[src/rtl/vcl_pkg.sv]
// types, constants, microcode and helper functions of the velocity command limiter
package vcl_pkg;

    localparam int S_DATA_W   = 160;
    localparam int M_DATA_W   = 96;
    localparam int CFG_IDX_W  = 2;
    localparam int CFG_DATA_W = 31;
    localparam int VEL_W      = 32;
    localparam int ROT_W      = 16;
    localparam int AGE_W      = 17;
    localparam int TMO_W      = 16;
    localparam int PC_W       = 4;
    localparam int CNT_W      = 5;

    localparam logic [CFG_DATA_W-1:0] MAX_LIN_RESET = 31'd65536;
    localparam logic [CFG_DATA_W-1:0] MAX_YAW_RESET = 31'd65536;
    localparam logic [TMO_W-1:0]      TIMEOUT_RESET = 16'd500;

    // register indexes on the configuration port
    typedef enum logic [CFG_IDX_W-1:0] {
        CFG_MAX_LIN = 2'd0,
        CFG_MAX_YAW = 2'd1,
        CFG_TIMEOUT = 2'd2
    } cfg_idx_t;

    // request kind carried in s_tuser
    localparam logic ACT_COMMAND = 1'b0;
    localparam logic ACT_TICK    = 1'b1;

    // multiplier operand selection
    typedef enum logic [3:0] {
        MS_NONE,
        MS_VX2,
        MS_VY2,
        MS_LL,
        MS_VXL,
        MS_VYL,
        MS_RXX,
        MS_RXY,
        MS_RYX,
        MS_RYY
    } mul_sel_t;

    // accumulator operation
    typedef enum logic [1:0] {
        SO_HOLD,
        SO_LOAD,
        SO_ADD
    } sum_op_t;

    // step action
    typedef enum logic [2:0] {
        AC_NONE,
        AC_JLE,
        AC_SQRT,
        AC_DIVX,
        AC_DIVY,
        AC_CLIP,
        AC_OUTX,
        AC_OUTY
    } act_t;

    typedef struct packed {
        mul_sel_t          mul_sel;
        sum_op_t           sum_op;
        act_t              act;
        logic [PC_W-1:0]   target;
    } ucode_t;

    localparam logic [PC_W-1:0] PC_ROTATE = 4'd9;

    // control store: one word per step
    function automatic ucode_t ucode_rom(input logic [PC_W-1:0] pc);
        ucode_t w;
        w = '{mul_sel: MS_NONE, sum_op: SO_HOLD, act: AC_NONE, target: '0};
        unique case (pc)
            4'd0:  w.mul_sel = MS_VX2;
            4'd1:  begin w.mul_sel = MS_VY2; w.sum_op = SO_LOAD; end
            4'd2:  begin w.mul_sel = MS_LL;  w.sum_op = SO_ADD;  end
            4'd3:  begin w.act = AC_JLE; w.target = PC_ROTATE; end
            4'd4:  w.act = AC_SQRT;
            4'd5:  w.mul_sel = MS_VXL;
            4'd6:  w.act = AC_DIVX;
            4'd7:  w.mul_sel = MS_VYL;
            4'd8:  w.act = AC_DIVY;
            4'd9:  begin w.mul_sel = MS_RXX; w.act = AC_CLIP; end
            4'd10: begin w.mul_sel = MS_RXY; w.sum_op = SO_LOAD; end
            4'd11: begin w.mul_sel = MS_RYX; w.sum_op = SO_ADD;  end
            4'd12: begin w.mul_sel = MS_RYY; w.sum_op = SO_LOAD; w.act = AC_OUTX; end
            4'd13: w.sum_op = SO_ADD;
            4'd14: w.act = AC_OUTY;
            default: w.act = AC_NONE;
        endcase
        return w;
    endfunction

    function automatic logic [VEL_W-1:0] mag32(input logic [VEL_W-1:0] v);
        return v[VEL_W-1] ? (~v + 32'd1) : v;
    endfunction

    // Q18.30 sum to Q16.16, round half up, saturate to 32 bits signed
    function automatic logic [VEL_W-1:0] round_sat(input logic [63:0] acc);
        logic [63:0] t;
        logic [49:0] r;
        t = acc + 64'd8192;
        r = t[63:14];
        if ((r[49:31] == '0) || (r[49:31] == '1)) begin
            return r[31:0];
        end else if (r[49]) begin
            return 32'h8000_0000;
        end else begin
            return 32'h7FFF_FFFF;
        end
    endfunction

endpackage

[src/rtl/velocity_command_limiter_unit.sv]
// velocity command limiter: microcoded sequencer over one multiplier, sqrt and divide units
// a command request is taken while the block is idle and gives no result
// a tick at or under the speed limit skips the sqrt and divides and goes straight to the rotation
// a tick over the limit first runs the bit-serial sqrt and two 32-step divides
// the next request is taken once the tick's result sits in the output register
// aresetn (synchronous, low) restores default limits and forgets the held command
module velocity_command_limiter_unit (
    input  logic                          aclk,
    input  logic                          aresetn,
    input  logic                          s_tvalid,
    output logic                          s_tready,
    // cmd_vx, cmd_vy, cmd_wz, rot_xx, rot_xy, rot_yx, rot_yy
    input  logic [vcl_pkg::S_DATA_W-1:0]  s_tdata,
    // action
    input  logic                          s_tuser,
    output logic                          m_tvalid,
    input  logic                          m_tready,
    // world_vx, world_vy, yaw_rate_out
    output logic [vcl_pkg::M_DATA_W-1:0]  m_tdata,
    // command_stale
    output logic                          m_tuser,
    input  logic                          cfg_we,
    input  logic [vcl_pkg::CFG_IDX_W-1:0] cfg_addr,
    input  logic [vcl_pkg::CFG_DATA_W-1:0] cfg_wdata
);
    import vcl_pkg::*;

    localparam logic [CNT_W-1:0] CNT_TOP = '1;

    // configuration
    logic [CFG_DATA_W-1:0] max_lin_reg;
    logic [CFG_DATA_W-1:0] max_yaw_reg;
    logic [TMO_W-1:0]      timeout_reg;

    // held command
    logic [VEL_W-1:0] held_vx_reg, held_vy_reg, held_wz_reg;
    logic [AGE_W-1:0] age_reg;
    logic             seen_reg;

    // sequencer
    logic             busy_reg;
    logic [PC_W-1:0]  pc_reg;
    logic             run_reg;
    logic [CNT_W-1:0] cnt_reg;
    ucode_t           uw;

    // datapath
    logic [VEL_W-1:0] vx_reg, vy_reg, wz_reg, wx_reg;
    logic [ROT_W-1:0] rxx_reg, rxy_reg, ryx_reg, ryy_reg;
    logic             stale_reg;
    logic [63:0]      mul_reg, sum_reg, sq_res_reg;
    logic [VEL_W-1:0] speed_reg, div_rem_reg, div_q_reg;

    // output register
    logic                m_tvalid_reg;
    logic [M_DATA_W-1:0] m_data_reg;
    logic                m_stale_reg;

    logic             s_acc, out_full, out_load, cmd_valid, unit_last, is_unit, step_adv;
    logic [PC_W-1:0]  pc_next;
    logic [VEL_W-1:0] mag_vx, mag_vy;
    logic signed [32:0] op_a, op_b;
    logic signed [65:0] mul_full;
    logic [63:0]      sq_bit, sq_try, sq_n_next, sq_res_next;
    logic             sq_ge;
    logic [32:0]      div_sh, div_diff;
    logic             div_ge, div_neg;
    logic [VEL_W-1:0] div_rem_next, div_q_next, div_res;
    logic signed [32:0] wz_ext, lim_pos, lim_neg;
    logic [VEL_W-1:0] wz_clip;

    assign uw       = ucode_rom(pc_reg);
    assign s_tready = !busy_reg;
    assign s_acc    = s_tvalid && s_tready;
    assign out_full = m_tvalid_reg && !m_tready;
    assign out_load = busy_reg && (uw.act == AC_OUTY) && !out_full;
    assign cmd_valid = seen_reg && (age_reg <= {1'b0, timeout_reg});

    assign m_tvalid = m_tvalid_reg;
    assign m_tdata  = m_data_reg;
    assign m_tuser  = m_stale_reg;

    assign is_unit   = (uw.act == AC_SQRT) || (uw.act == AC_DIVX) || (uw.act == AC_DIVY);
    assign unit_last = run_reg && (cnt_reg == '0);

    always_comb begin
        unique case (uw.act)
            AC_SQRT, AC_DIVX, AC_DIVY: step_adv = unit_last;
            AC_OUTY:                   step_adv = !out_full;
            default:                   step_adv = 1'b1;
        endcase
    end

    always_comb begin
        if (uw.act == AC_JLE && sum_reg <= mul_reg) begin
            pc_next = uw.target;
        end else begin
            pc_next = pc_reg + 4'd1;
        end
    end

    // shared multiplier
    assign mag_vx = mag32(vx_reg);
    assign mag_vy = mag32(vy_reg);

    always_comb begin
        unique case (uw.mul_sel)
            MS_VX2: begin op_a = {1'b0, mag_vx}; op_b = {1'b0, mag_vx}; end
            MS_VY2: begin op_a = {1'b0, mag_vy}; op_b = {1'b0, mag_vy}; end
            MS_LL:  begin op_a = {2'b00, max_lin_reg}; op_b = {2'b00, max_lin_reg}; end
            MS_VXL: begin op_a = {1'b0, mag_vx}; op_b = {2'b00, max_lin_reg}; end
            MS_VYL: begin op_a = {1'b0, mag_vy}; op_b = {2'b00, max_lin_reg}; end
            MS_RXX: begin op_a = {{17{rxx_reg[15]}}, rxx_reg}; op_b = {vx_reg[31], vx_reg}; end
            MS_RXY: begin op_a = {{17{rxy_reg[15]}}, rxy_reg}; op_b = {vy_reg[31], vy_reg}; end
            MS_RYX: begin op_a = {{17{ryx_reg[15]}}, ryx_reg}; op_b = {vx_reg[31], vx_reg}; end
            MS_RYY: begin op_a = {{17{ryy_reg[15]}}, ryy_reg}; op_b = {vy_reg[31], vy_reg}; end
            default: begin op_a = '0; op_b = '0; end
        endcase
    end

    assign mul_full = op_a * op_b;

    // square root, one result bit per cycle, remainder kept in sum_reg
    assign sq_bit      = 64'd1 << {cnt_reg, 1'b0};
    assign sq_try      = sq_res_reg + sq_bit;
    assign sq_ge       = sum_reg >= sq_try;
    assign sq_n_next   = sq_ge ? (sum_reg - sq_try) : sum_reg;
    assign sq_res_next = sq_ge ? ((sq_res_reg >> 1) + sq_bit) : (sq_res_reg >> 1);

    // restoring divide; quotient never exceeds the magnitude so 32 steps suffice
    assign div_sh       = {div_rem_reg, div_q_reg[31]};
    assign div_diff     = div_sh - {1'b0, speed_reg};
    assign div_ge       = div_sh >= {1'b0, speed_reg};
    assign div_rem_next = div_ge ? div_diff[31:0] : div_sh[31:0];
    assign div_q_next   = {div_q_reg[30:0], div_ge};
    assign div_neg      = (uw.act == AC_DIVX) ? vx_reg[31] : vy_reg[31];
    assign div_res      = div_neg ? (~div_q_next + 32'd1) : div_q_next;

    // yaw clip
    assign wz_ext  = {wz_reg[31], wz_reg};
    assign lim_pos = {2'b00, max_yaw_reg};
    assign lim_neg = -lim_pos;

    always_comb begin
        if (wz_ext > lim_pos) begin
            wz_clip = lim_pos[31:0];
        end else if (wz_ext < lim_neg) begin
            wz_clip = lim_neg[31:0];
        end else begin
            wz_clip = wz_reg;
        end
    end

    // control state
    always_ff @(posedge aclk) begin
        if (!aresetn) begin
            max_lin_reg  <= MAX_LIN_RESET;
            max_yaw_reg  <= MAX_YAW_RESET;
            timeout_reg  <= TIMEOUT_RESET;
            age_reg      <= '0;
            seen_reg     <= 1'b0;
            busy_reg     <= 1'b0;
            pc_reg       <= '0;
            run_reg      <= 1'b0;
            cnt_reg      <= '0;
            m_tvalid_reg <= 1'b0;
        end else begin
            if (cfg_we) begin
                unique case (cfg_addr)
                    CFG_MAX_LIN: max_lin_reg <= cfg_wdata;
                    CFG_MAX_YAW: max_yaw_reg <= cfg_wdata;
                    CFG_TIMEOUT: timeout_reg <= cfg_wdata[TMO_W-1:0];
                    default: ;
                endcase
            end

            if (out_load) begin
                m_tvalid_reg <= 1'b1;
            end else if (m_tvalid_reg && m_tready) begin
                m_tvalid_reg <= 1'b0;
            end

            if (s_acc) begin
                if (s_tuser == ACT_COMMAND) begin
                    age_reg  <= '0;
                    seen_reg <= 1'b1;
                end else begin
                    // age saturates, a saturated age is always stale
                    if (age_reg != '1) begin
                        age_reg <= age_reg + 17'd1;
                    end
                    busy_reg <= 1'b1;
                    pc_reg   <= '0;
                    run_reg  <= 1'b0;
                end
            end else if (busy_reg) begin
                if (is_unit) begin
                    if (!run_reg) begin
                        run_reg <= 1'b1;
                        cnt_reg <= CNT_TOP;
                    end else begin
                        cnt_reg <= cnt_reg - 5'd1;
                        if (cnt_reg == '0) begin
                            run_reg <= 1'b0;
                        end
                    end
                end
                if (step_adv) begin
                    pc_reg <= pc_next;
                    if (uw.act == AC_OUTY) begin
                        busy_reg <= 1'b0;
                    end
                end
            end
        end
    end

    // datapath
    always_ff @(posedge aclk) begin
        if (s_acc) begin
            if (s_tuser == ACT_COMMAND) begin
                held_vx_reg <= s_tdata[31:0];
                held_vy_reg <= s_tdata[63:32];
                held_wz_reg <= s_tdata[95:64];
            end else begin
                vx_reg    <= cmd_valid ? held_vx_reg : '0;
                vy_reg    <= cmd_valid ? held_vy_reg : '0;
                wz_reg    <= cmd_valid ? held_wz_reg : '0;
                stale_reg <= !cmd_valid;
                rxx_reg   <= s_tdata[111:96];
                rxy_reg   <= s_tdata[127:112];
                ryx_reg   <= s_tdata[143:128];
                ryy_reg   <= s_tdata[159:144];
            end
        end else if (busy_reg) begin
            mul_reg <= mul_full[63:0];

            unique case (uw.sum_op)
                SO_LOAD: sum_reg <= mul_reg;
                SO_ADD:  sum_reg <= sum_reg + mul_reg;
                default: ;
            endcase

            unique case (uw.act)
                AC_SQRT: begin
                    if (!run_reg) begin
                        sq_res_reg <= '0;
                    end else begin
                        sum_reg    <= sq_n_next;
                        sq_res_reg <= sq_res_next;
                        if (cnt_reg == '0) begin
                            speed_reg <= sq_res_next[31:0];
                        end
                    end
                end
                AC_DIVX, AC_DIVY: begin
                    if (!run_reg) begin
                        div_rem_reg <= mul_reg[63:32];
                        div_q_reg   <= mul_reg[31:0];
                    end else begin
                        div_rem_reg <= div_rem_next;
                        div_q_reg   <= div_q_next;
                        if (cnt_reg == '0) begin
                            if (uw.act == AC_DIVX) begin
                                vx_reg <= div_res;
                            end else begin
                                vy_reg <= div_res;
                            end
                        end
                    end
                end
                AC_CLIP: wz_reg <= wz_clip;
                AC_OUTX: wx_reg <= round_sat(sum_reg);
                AC_OUTY: begin
                    if (!out_full) begin
                        m_data_reg  <= {wz_reg, round_sat(sum_reg), wx_reg};
                        m_stale_reg <= stale_reg;
                    end
                end
                default: ;
            endcase
        end
    end

endmodule

[config.mk]
export PLATFORM = sky130hd
export DESIGN_NAME = velocity_command_limiter_unit
export DESIGN_NICKNAME = d
export VERILOG_FILES = /design/src/rtl/vcl_pkg.sv /design/src/rtl/velocity_command_limiter_unit.sv
export SDC_FILE = /design/constraint.sdc
export NUM_CORES = 2
export LEC_CHECK = 0
export ABC_CLOCK_PERIOD_IN_PS = 12700
export BUFFER_PORTS_ARGS = -buffer_cell sky130_fd_sc_hd__buf_2
export CORE_MARGIN = 10
export CORE_UTILIZATION = 55
export DETAILED_ROUTE_END_ITERATION = 10
export GPL_TIMING_DRIVEN = 0
export PLACE_DENSITY = 0.72
export SYNTH_ARGS = -nofsm -noshare
export SYNTH_HDL_FRONTEND = slang
export SYNTH_SLANG_ARGS = --single-unit
[constraint.sdc]
create_clock -name aclk -period 12.7 [get_ports aclk]
set_input_delay 1.27 -clock aclk [delete_from_list [all_inputs] [get_ports aclk]]
set_output_delay 1.27 -clock aclk [all_outputs]
set_load 0.03 [all_outputs]
-- Word level (Yosys, flattened, before mapping)
Cells that the tools add are included.
- bits in registers: 782
- word-level logic and storage cells: 221
- $add $sub $neg: 13
- multiply operators: 1
- magnitude comparators: 6
- eq/ne operators: 40
- shifts and indexed selects: 1
- mux-type cells: 65
- bitwise gates (word level): 6
- reduce and logical (&&, ||, !) cells: 58
- operators with widths (operator ; count):
    two-way mux 32 bit ; 31
    case mux 33 bit (7 select lines) ; 1
    two-way mux 64 bit ; 3
    case mux 33 bit (5 select lines) ; 1
    adder 64 bit ; 2
    case mux 64 bit (2 select lines) ; 1
    adder 32 x 1 -> 32 bit (second input constant) ; 3
    inverter 32 bit ; 3
    adder 63 x 64 -> 64 bit ; 1
    adder 64 x 14 -> 64 bit (second input constant) ; 1
    >= comparator 64 bit ; 1
    <= comparator 64 bit ; 1
    multiplier 33 x 33 -> 64 bit ; 1
    left shift 1 x 6 -> 64 bit (first input constant) ; 1
    subtractor 64 bit ; 1
    two-way mux 63 bit ; 1
    equality test 4 bit (second input constant) ; 9
    case mux 4 bit (9 select lines) ; 1
    two-way mux 17 bit ; 2
    >= comparator 33 x 32 -> 1 bit ; 1
    less-than comparator 32 x 33 -> 1 bit ; 1
    negator 31 -> 33 bit ; 1
    equality test 4 x 3 -> 1 bit (second input constant) ; 8
    greater-than comparator 32 bit ; 1
    other kinds (40) ; 113

-- Logic depth before layout (Yosys ltp)
- depth in word-level cells: 11
- mapped depth: 43
- gate-level depth less buffers: 41

-- Worst setup path after synthesis
Ideal clock, no wire load.
- path type: reg-to-reg
- start: register vy_reg[1]
- end: register mul_reg[63] (data pin)
- arrival: 10.530 ns
- slack: 1.906 ns
- cell stages (with the launch flop): 37
- buffers on the path: 1
- period minus slack after synthesis: 10.794 ns
- cell sequence: edfxtp_1 -> inv_1 -> ha_1 -> or3b_2 -> or4_1 -> or3_1 -> or4_1 -> o31ai_1 -> xor2_1 -> nor2_1 -> a2111oi_2 -> clkbuf_1 -> nor2_1 -> fa_1 -> inv_1 -> fa_1 -> fa_1 -> fa_1 -> fa_1 -> inv_1 -> fa_1 -> fa_1 -> inv_1 -> fa_1 -> inv_1 -> ha_1 -> inv_1 -> o31ai_1 -> a221oi_1 -> o21ai_0 -> a21oi_1 -> o21ai_0 -> a31oi_1 -> or3_1 -> o21ai_0 -> a221oi_1 -> xnor2_1
- cells in the longest elaborated chain, start to end: 5
- elaborated cells between the ends (all ways): 6
- ends and longest elaborated chain (what ; line ; RTL):
    from (decl) ; velocity_command_limiter_unit.sv:48 ; logic [VEL_W-1:0] vx_reg, vy_reg, wz_reg, wx_reg;
    from (signal assigned) ; velocity_command_limiter_unit.sv:227 ; vy_reg <= cmd_valid ? held_vy_reg : '0;
    from (signal assigned) ; velocity_command_limiter_unit.sv:267 ; vy_reg <= div_res;
    inverter 32 bit ; vcl_pkg.sv:98 ; return v[VEL_W-1] ? (~v + 32'd1) : v;
    adder 32 x 1 -> 32 bit ; vcl_pkg.sv:98 ;
    two-way mux 32 bit ; vcl_pkg.sv:98 ;
    case mux 33 bit (7 select lines) or case mux 33 bit (5 select lines) (tied branches) ; velocity_command_limiter_unit.sv:107 ; unique case (uw.mul_sel)
    multiplier 33 x 33 -> 64 bit (*) ; velocity_command_limiter_unit.sv:121 ; assign mul_full = op_a * op_b;
    named net mul_full[63] ; velocity_command_limiter_unit.sv:63 ; logic signed [65:0] mul_full;
    to (signal assigned) ; velocity_command_limiter_unit.sv:236 ; mul_reg <= mul_full[63:0];
    to (decl) ; velocity_command_limiter_unit.sv:51 ; logic [63:0] mul_reg, sum_reg, sq_res_reg;
The timed path passes the listed nets; every way through them passes the cells marked *.
A chain may end at the register's enable or synchronous reset.

-- Worst setup path after layout
- start: register vy_reg[1]
- end: register mul_reg[62] (data pin)
Same word-level chain as after synthesis.

==> impl_metrics.py <==
metrics = {
    "global_route": {
        "grt_max_degree": 70,
        "gr-usage-all-layers_pct": 38.9,
        "grt_pass1_vias": 77100,
        "grt_pass1_wl_microns": 514000,
        "antenna_found_initial": 17,
        "overflow": 0,
    },
    "synth": {
        "synth_top_area_cell": "fa_1",
        "synth_nets": 11500,
        "yosys-top-cells-count": "inv_1, fa_1, nor2_1",
        "async_reset_ff_share_pct": 0,
        "synth_edf_count": 674,
        "synth_compound_gate_area_share_pct": 13.2,
        "synth_top_family_by_area": "adder cells",
        "syn-instance-count": 9592,
        "synth-xor-area-share_pct": 5.10,
        "netlist_top_cells_area": "fa_1, edfxtp_1, ha_1",
        "ys.flop_type": "edfxtp_1",
        "syn_area_sq_um": 89000,
        "synth_warnings": 0,
        "ys_ff_latch": 782,
        "syn_area_per_cell_sq_um": 9.28,
        "ys_seq_area_share_pct": 25.2,
        "synthMuxAreaShare_pct": 0.232,
        "synthAdderAreaFrac_pct": 33.8,
        "yosysTopAreaCellShare_pct": 25.4,
        "yosysMostFrequentCell": "inv_1",
        "synth.distinct_cells": 92,
        "synth-simple-area-share_pct": 14.4,
    },
    "sta": {
        "rsz0062_at_grt": "no",
        "timing.final.crit_period_ps": 12510,
        "timing.clock.skew_ps": 110,
        "worst_pin_slew_ps": 1350,
        "holdWs_ps": 386,
        "timing.final.ws_setup_ps": 188,
        "finalCritPeriodShare_pct": 98.5,
        "setup_viol": 0,
        "timing.fmax_mhz": 79.9,
        "drv_slew": 0,
        "setup_tns_ps": 0,
        "hold_viol_final": 0,
        "slew_headroom_pct": 9.43,
    },
    "routing": {
        "vias": 76400,
        "dr.first_iter.drc_count": 9054,
        "first_pass_iters": 8,
        "wl_microns": 356000,
        "wire_per_inst_microns": 28.9,
        "vias_per_cell": 6.22,
        "drc_errors": 0,
        "postRouteAntennaNets": 0,
    },
    "cts": {
        "cts_root_buffer": "clkbuf_16",
        "worstSkewPairLatency_ps": 750,
        "numCtsBuffers": 84,
        "clock-sinks": 782,
        "cts_tree": "built",
        "h-tree-depth": 3,
        "clk_pin_slew_ps": 70,
        "cts_buffer_depth": 3,
        "hold_buffers": 0,
    },
    "critical_path": {
        "cp.arrival_ps": 12930,
        "critPathKind": "register to register",
        "path_max_fanout": 10,
        "required_ps": 13120,
        "worst_setup_path_start_kind": "register",
        "cp_slowest_cell": "clkbuf_1",
        "r2r-end": "mul_reg[62]",
        "r2r_slack_ps": 190,
        "slowest_delay_ps": 780,
        "crit_start": "vy_reg[1]",
        "r2r_start": "vy_reg[1]",
        "end_kind": "register",
        "cp_common_cell": "fa_1",
        "reg2reg_depth": 37,
    },
    "layout": {
        "layout-drive-gt1-share_pct": 7.67,
        "multi_input_area_sq_um": 59800,
        "largest_reg_flops": 96,
        "nNetsFinal": 12000,
        "utilization_pct": 60.8,
        "regArea_sq_um": 22400,
        "syn_to_final_growth_pct": 9.74,
        "nFillCells": 14000,
    },
    "placement": {
        "dp_slack_ps": -1510,
        "io_buffers": 297,
        "place.gp.congestion": 1.07,
        "dp_hpwl_microns": 291000,
    },
    "worst_hold_path": {
        "hold_path_startpoint": "wx_reg[18]",
        "min_path_cells": 0,
        "hp-class": "register to register",
        "min_to": "m_tdata[18]",
    },
    "floorplan": {
        "initial_utilization_pct": 55.4,
        "pin_count": 298,
        "core-area_sq_um": 161000,
        "die_w_microns": 422,
        "die-area_sq_um": 178000,
        "die_h_microns": 422,
        "rows": 147,
    },
    "flow_run": {
        "cap_violations": 0,
    },
    "status": {
        "status": "finished clean",
    },
}
layer usage:
layer  part of all wire [%]  global-route usage (%)  up-vias
met2                     43                    59.2     4770
met1                     36                    48.1    37700
met3                     11                    10.2     1210
met4                    9.0                    27.7       16
li1                       -                       -    32700
met5                  0.029                       0        -
cells in the final DEF (no fill, tap or decap), drive strengths merged, types with 42 or more instances in the layout:
cell type | synthesis | routed
a21o | 147 | 147
a21oi | 503 | 503
a221oi | 46 | 46
a31oi | 76 | 76
and2 | 87 | 87
buf | 42 | 418
clkbuf | 408 | 494
dfxtp | 108 | 108
edfxtp | 674 | 674
fa | 1128 | 1128
ha | 598 | 598
inv | 1470 | 1482
nand2 | 998 | 998
nand2b | 92 | 92
nand3 | 117 | 117
nand4 | 93 | 93
nor2 | 1012 | 1012
nor2b | 82 | 82
nor3 | 101 | 101
o211ai | 42 | 42
o21a | 47 | 47
o21ai | 393 | 393
o21bai | 70 | 70
o31ai | 62 | 62
or3 | 68 | 68
xnor2 | 309 | 309
xor2 | 208 | 208
cell families (layout without fill, tap and decap cells):
logic type	Yosys count	after routing
other cells	0	10
compound gates	1769	1769
simple gates	2858	2858
xor+xnor	517	517
flops	782	782
mux	20	20
fa+ha+maj	1726	1726
buf+inv	1920	2446
area by class of cell:
class	instances	area share (%)
multi-input combinational	6890	61.2
antenna	10	0.0256
inverter	1470	5.66
sequential	782	22.9
tap	2160	2.77
buffer	441	1.88
timing repair buffer	378	2.58
clock inverter	60	0.665
clock buffer	97	2.27
worst max-delay path: cells and delay by family, from the launching register on:
family / cells / cell delay [ps]
fa+ha+maj: 10 / 4510
simple gates: 8 / 2680
xor+xnor: 2 / 230
flops: 1 / 590
buf+inv: 7 / 1380
compound gates: 10 / 2850
timing repair:
action,CTS,global route
resized for setup,74,112
setup endpoints to repair,29,15
pin swaps,12,4
buffers inserted,26,12
through the flow:
stage               instances  area (sq um)
finish                  12300         97700
global route            12300         97600
CTS                     12300         97400
detailed placement      12100         94100
global placement        12000         93200
floorplan                9592         89000
worst max path at each step:
stage | endpoint | slack, ps | cells past startpoint
final | mul_reg[62] | 190 | 37
after global placement | mul_reg[63] | -2480 | 34
after detailed placement | mul_reg[63] | -1510 | 33
after CTS | mul_reg[62] | 20 | 39
after global routing | mul_reg[63] | 3 | 40
after floorplan | mul_reg[63] | 1910 | 36
Power is not shown: default switching activity piles up to over one toggle a cycle in this logic, so the estimate is an artifact.
